### src/hdl/qte_queue.sv
// Two-entry queue between front and back.
module qte_queue #(
    parameter int WIDTH = 8
) (
    input  logic             clk,
    input  logic             rst_n,
    input  logic             in_valid,
    output logic             in_ready,
    input  logic [WIDTH-1:0] in_data,
    output logic             out_valid,
    input  logic             out_ready,
    output logic [WIDTH-1:0] out_data
);
    logic [WIDTH-1:0] mem_reg [2];
    logic             wp_reg;
    logic             rp_reg;
    logic [1:0]       cnt_reg;
    logic             push;
    logic             pop;

    assign in_ready = (cnt_reg != 2'd2);
    assign out_valid = (cnt_reg != 2'd0);
    assign out_data = mem_reg[rp_reg];
    assign push = in_valid && in_ready;
    assign pop = out_valid && out_ready;

    always_ff @(posedge clk or negedge rst_n)
    begin
        if (!rst_n)
        begin
            wp_reg <= 1'b0;
            rp_reg <= 1'b0;
            cnt_reg <= 2'd0;
        end
        else
        begin
            if (push)
                wp_reg <= !wp_reg;
            if (pop)
                rp_reg <= !rp_reg;
            cnt_reg <= cnt_reg + 2'(push) - 2'(pop);
        end
    end

    always_ff @(posedge clk)
    begin
        if (push)
            mem_reg[wp_reg] <= in_data;
    end

`ifndef SYNTHESIS
    a_no_overflow: assert property (@(posedge clk) disable iff (!rst_n)
        cnt_reg <= 2'd2) else $error("queue count beyond depth");
    a_pop_count: assert property (@(posedge clk) disable iff (!rst_n)
        (pop && !push) |=> (cnt_reg == $past(cnt_reg) - 2'd1))
        else $error("queue count did not drop on pop");
    a_push_count: assert property (@(posedge clk) disable iff (!rst_n)
        (push && !pop) |=> (cnt_reg == $past(cnt_reg) + 2'd1))
        else $error("queue count did not rise on push");
`endif

endmodule

### config.mk
export PLATFORM = sky130hd
export DESIGN_NAME = qte_queue
export DESIGN_NICKNAME = d
export VERILOG_FILES = /design/src/hdl/qte_queue.sv
export SDC_FILE = /design/constraint.sdc
export NUM_CORES = 1
export LEC_CHECK = 0
export BUFFER_PORTS_ARGS = -buffer_cell sky130_fd_sc_hd__buf_2
export CELL_PAD_IN_SITES_DETAIL_PLACEMENT = 1
export CELL_PAD_IN_SITES_GLOBAL_PLACEMENT = 1
export CORE_MARGIN = 3
export CORE_UTILIZATION = 40
export CTS_CLUSTER_DIAMETER = 120
export DETAILED_ROUTE_END_ITERATION = 12
export GPL_TIMING_DRIVEN = 1
export HOLD_SLACK_MARGIN = 0.15
export PLACE_DENSITY_LB_ADDON = 0.1
export SYNTH_ARGS = -nofsm -noshare
export SYNTH_HDL_FRONTEND = slang
export SYNTH_SLANG_ARGS = --single-unit
### constraint.sdc
create_clock -name clk -period 1.7 [get_ports clk]
set_clock_uncertainty 0.1 [all_clocks]
set_input_delay 0.255 -clock clk [delete_from_list [all_inputs] [get_ports clk]]
set_output_delay 0.255 -clock clk [all_outputs]
set_load 0.005 [all_outputs]
== Word-level counts from Yosys, hierarchy flattened ==
Memory sizes are Yosys's and may differ from the RTL's.
Index checks and enable logic that the tools add are counted.

* Word-level logic and storage cells: 14
* Flip-flop bits (word level): 4
* Memories: 1
* Input port bits: 12
* RAM bits: 16
* Output and inout port bits: 10

{| class="wikitable"
|+ Memories
! memory !! depth !! bits a word !! read ports !! clocked after Yosys merged registers in !! write ports !! line !! source
|-
| mem_reg || 2 || 8 || 1 || 0 || 1 || 14 || <nowiki>logic [WIDTH-1:0] mem_reg [2];</nowiki>
|}

* Mux-type cells: 2
* $add $sub $neg: 2
* Reduce and logical (&&, ||, !) cells: 5
* Eq/ne operators: 1

{| class="wikitable"
|+ Operators with widths
! operator !! count
|-
| $add 2x1->2 || 1
|-
| $logic_and 1x1->1 || 2
|-
| $logic_not 1->1 || 2
|-
| $mux 1 || 2
|-
| $ne 2x2->1 const B || 1
|-
| $reduce_bool 2->1 || 1
|-
| $sub 2x1->2 || 1
|}

== Depth between registers and ports, before layout ==
* Depth in word-level cells: 4
* Gate-level depth with buffers: 5
* Depth with buffers taken out: 5

== Worst setup path after synthesis ==
Ideal clock, no wire load.

* Kind: reg-to-reg
* Start: register cnt_reg[0]
* End: memory mem_reg[0][0], enable pin
* Data required time: 1.230 ns
* Setup slack: 0.206 ns
* Data arrival time: 1.024 ns
* Setup time: 0.370 ns
* Clock period less this slack: 1.494 ns
* Stages on the path, launching flop included: 4
* Cell sequence: dfrtp_1 nand2b_1 nand2_1 nor2_1

* Cells in the longest elaborated chain, start to end: 4

{| class="wikitable"
|+ Ends and longest elaborated chain
! element !! line !! source
|-
| from (decl) || 17 || <nowiki>logic [1:0] cnt_reg;</nowiki>
|-
| from (signal assigned) || 41 || <nowiki>cnt_reg <= cnt_reg + 2'(push) - 2'(pop);</nowiki>
|-
| $ne 2x2->1 || 21 || <nowiki>assign in_ready = (cnt_reg != 2'd2);</nowiki>
|-
| via in_ready || 8 || <nowiki>output logic in_ready,</nowiki>
|-
| $logic_and 1x1->1 || 24 || <nowiki>assign push = in_valid && in_ready;</nowiki>
|-
| $mux 1 || 47 || <nowiki>if (push)</nowiki>
|-
| $mux 1 (implied by the code) || 48 || <nowiki>mem_reg[wp_reg] <= in_data;</nowiki>
|-
| to (decl) || 14 ||
|}

The timed path passes the listed nets, and every way through them passes these cells.

== Final worst setup path ==
* Start: register rp_reg
* End: output out_data[3]

* Cells in the longest elaborated chain, start to end: 1

{| class="wikitable"
|+ Ends and longest elaborated chain
! element !! line !! source
|-
| from (decl) || 16 || <nowiki>logic rp_reg;</nowiki>
|-
| from (signal assigned) || 40 || <nowiki>rp_reg <= !rp_reg;</nowiki>
|-
| $mem_v2 2x8 || - ||
|-
| to (decl) || 12 || <nowiki>output logic [WIDTH-1:0] out_data</nowiki>
|}

Every way passes these cells.

==> results by group <==
Synth
  • Mean Syn Cell Area: 17.22 um^2
  • Syn Nets: 60
  • Synth Cell Area: just over 800 um^2
  • Mux cell area share after synthesis: around 11%
  • Sequential area share after synthesis: a little under three quarters
  • Yosys warns: 0
  • Xor/xnor cell area share of the yosys netlist: around 3.2%
  • Synth Area in Compound Gates: roughly 3.7%
  • Post-synth cell types: 17
  • Gate Count Post-Synth: 47
  • Adder and majority gate portion of the synthesized area: approximately 1.5%
  • Largest family of logic cells by synthesized area: multiplexers
  • #FFs+latches synth: 20
  • Simple-gate share of the synthesized area: around 8%

Drt
  • DR vias/cell: around 4.7
  • WL/cell: roughly 13 um
  • Via count: a little over 500
  • # DRC: 0
  • Iter 0 DRT Violations: 2
  • WL final: 1.447 mm
  • First-pass DRT Iterations: 2
  • Post-route ant nets: 0

Worst setup path
  • Reg2reg start: cnt_reg[0]
  • CP Launch Type: flop
  • Highest net fanout along the worst path: 9
  • Setup CP Type: flop to primary output
  • Crit. End Element: primary output
  • Critical path launch point: rp_reg
  • Arrival @ worst endpoint: 1.26 ns
  • WP data required: about 1.3 ns

Job
  • Max-Cap Viols: 0

Layout
  • Most common cell after layout, fill and taps aside: buf_2
  • Layout area overhead: 33.85%
  • Fin area: approximately 1100 um^2
  • Area of the multi-input gates: 224.0 um^2
  • Final-stage net count: just under 100
  • Share of layout cells above drive strength 1: between 40 and 50%
  • # diodes: 0
  • Non-Filler Instances: 108
  • Register area: about 580 um^2
  • Largest register FFs: 16
  • Commonest cells after routing, fill and taps aside: 21 x buf_2, 16 x edfxtp_1, 10 x dlygate4sd3_1
  • Fillers: 187

GRT
  • Antenna violations before repair: 0
  • Most used routing layer: met2
  • Met1 Track Usage GR: approximately 14%
  • Total track usage: between 10 and 15%
  • Met3 Resource Use GR: 2.624%
  • Met2 GRT Util: between 20% and 30%
  • Largest net degree at the start of global routing: 12
  • Vias in the first global route: between 500 and 600
  • First-pass GRT wire length: roughly 2.4 mm
  • GRT Residual Overflow: 0

Timing
  • Max Fclk: between 600 and 700 MHz
  • Worst Tran Pin Value: roughly 0.40 ns
  • Rel. slew slack: 73.59%
  • Final Critical Period: approximately 1.6 ns
  • Final setup vio count: 0
  • Final worst path period share: between 90% and 100%
  • Final TNS setup: 0 ns
  • Final hold viol count: 0
  • RSZ-0062 raised after global routing: true
  • Slew Limit Fails: 0

Die
  • Total core area: approximately 1800 um^2
  • I/O pin count: 22
  • Initial core utilization: between 40% and 50%
  • Die area: 2599 um^2
  • Die Width: 50.99 um
  • Floorplan row count: 15
  • Die Ht: between 50 and 60 um

Clock tree
  • CTS clk-pin slew, worst paths: ~0.10 ns
  • Htree depth: 1
  • CTS max path bufs: 2
  • CTS Sinks: 20
  • Clock root cell: clkbuf_4
  • CTS buffer count: 3
  • CTS tree: built
  • Later-pin clock latency in the skew report: ~0.28 ns
  • Post-CTS setup repair buffer count: 0

Placement
  • Count of buffers from port buffering: 21
  • Post-DP HPWL: between 1 and 1.5 mm
  • Placed Area: about 960 um^2
  • Placed cells: 94
  • RePlAce Congestion: between 0.7 and 0.8

Power
  • Worst VDD drop: around 0.8 mV
  • Lkg Pwr: around 0.43 nW
  • Power share of the clock group: approximately 14%
  • Logic gate share of total power: 33.5%
  • Pwr per Cell Area: 1411 nW/um^2
  • Power Internal: approximately 0.0011 W
  • Switch share: 28.99%
  • Sw power: around 0.00044 W
  • Flop pwr share: between 50 and 60%

Worst hold path
  • Hold WC Path Type: input pin to async pin

Outcome
  • Outcome: finished, final reports clean
## critical path, cell delays in order, from the launching register on
cell,delay [ns]
dfrtp_2,0.50
mux2_2,0.36
buf_2,0.13
## logic make-up after synthesis
logic type,Yosys count
mux,8
simple gates,11
flops,20
buf+inv,1
compound gates,3
fa+ha+maj,1
xor+xnor,3
## area by class of cell
cell class	count	share of cell area, %
clock buffers	4	2.425
flip-flops and latches	20	53.70
well taps	25	2.887
multi-input cells	26	20.67
repair buffers	33	20.32
## repair_timing
action	CTS	global route
hold buffers	10	0
gates resized for setup	1	0
hold endpoints to repair	21	0
endpoints found under the setup margin	8	2
## power by group through the flow
stage,clock [W],combinational [W],sequential (W)
2_1_floorplan,0,0.000355,0.000746
3_3_place_gp,0,0.000486,0.000801
3_5_place_dp,0,0.000508,0.000808
4_1_cts,0.000233,0.000526,0.000804
5_1_grt,0.000257,0.000563,0.000822
6_report,0.000217,0.000512,0.000799
## per-stage QoR
step           utilization (%)  hold slack, ns  power, W  setup slack, ns
2_1_floorplan                -         -0.1406  0.001101           0.2061
3_3_place_gp             52.51        -0.02913  0.001288           0.2858
3_5_place_dp             52.51        -0.03344  0.001317           0.2194
4_1_cts                  59.52          0.1937  0.001562          0.05441
5_1_grt                  59.52          0.1976  0.001641        -0.001663
6_report                 59.52          0.1962  0.001529          0.08143
## layer usage
metal,part of all wire [%],wire length [um]
met5,0,0
met3,4.3,62
met4,0,0
met2,55,790
met1,41,594
## cells in the mapped netlist (all sizes together)
library cell / n / area [um^2]
xnor2: 3 / 26.28
mux2: 8 / 90.09
ha: 1 / 12.51
o21ai: 1 / 5.000
edfxtp: 16 / 480.5
dfrtp: 4 / 100.1
o21ba: 1 / 10.01
or2: 1 / 6.260
nor4bb: 1 / 16.27
buf: 1 / 5.000
nand2b: 1 / 6.260
a311oi: 1 / 15.01
nand3: 1 / 5.000
and3: 1 / 6.260
nand2: 2 / 7.510
nor2b: 1 / 6.260
nor2: 3 / 11.26
## final timing paths
check | depth (start not counted) | slack (ns) | end
worst max register to register | 2 | 0.23 | mem_reg[1][7]
worst min register to register | 1 | 0.42 | wp_reg
worst min-delay path | 2 | 0.20 | rp_reg
max in group asynchronous | 2 | 1.17 | rp_reg
min in group clk | 3 | 0.21 | wp_reg
worst max-delay path | 2 | 0.08 | out_data[3]
(Power assumes the default switching activity.)
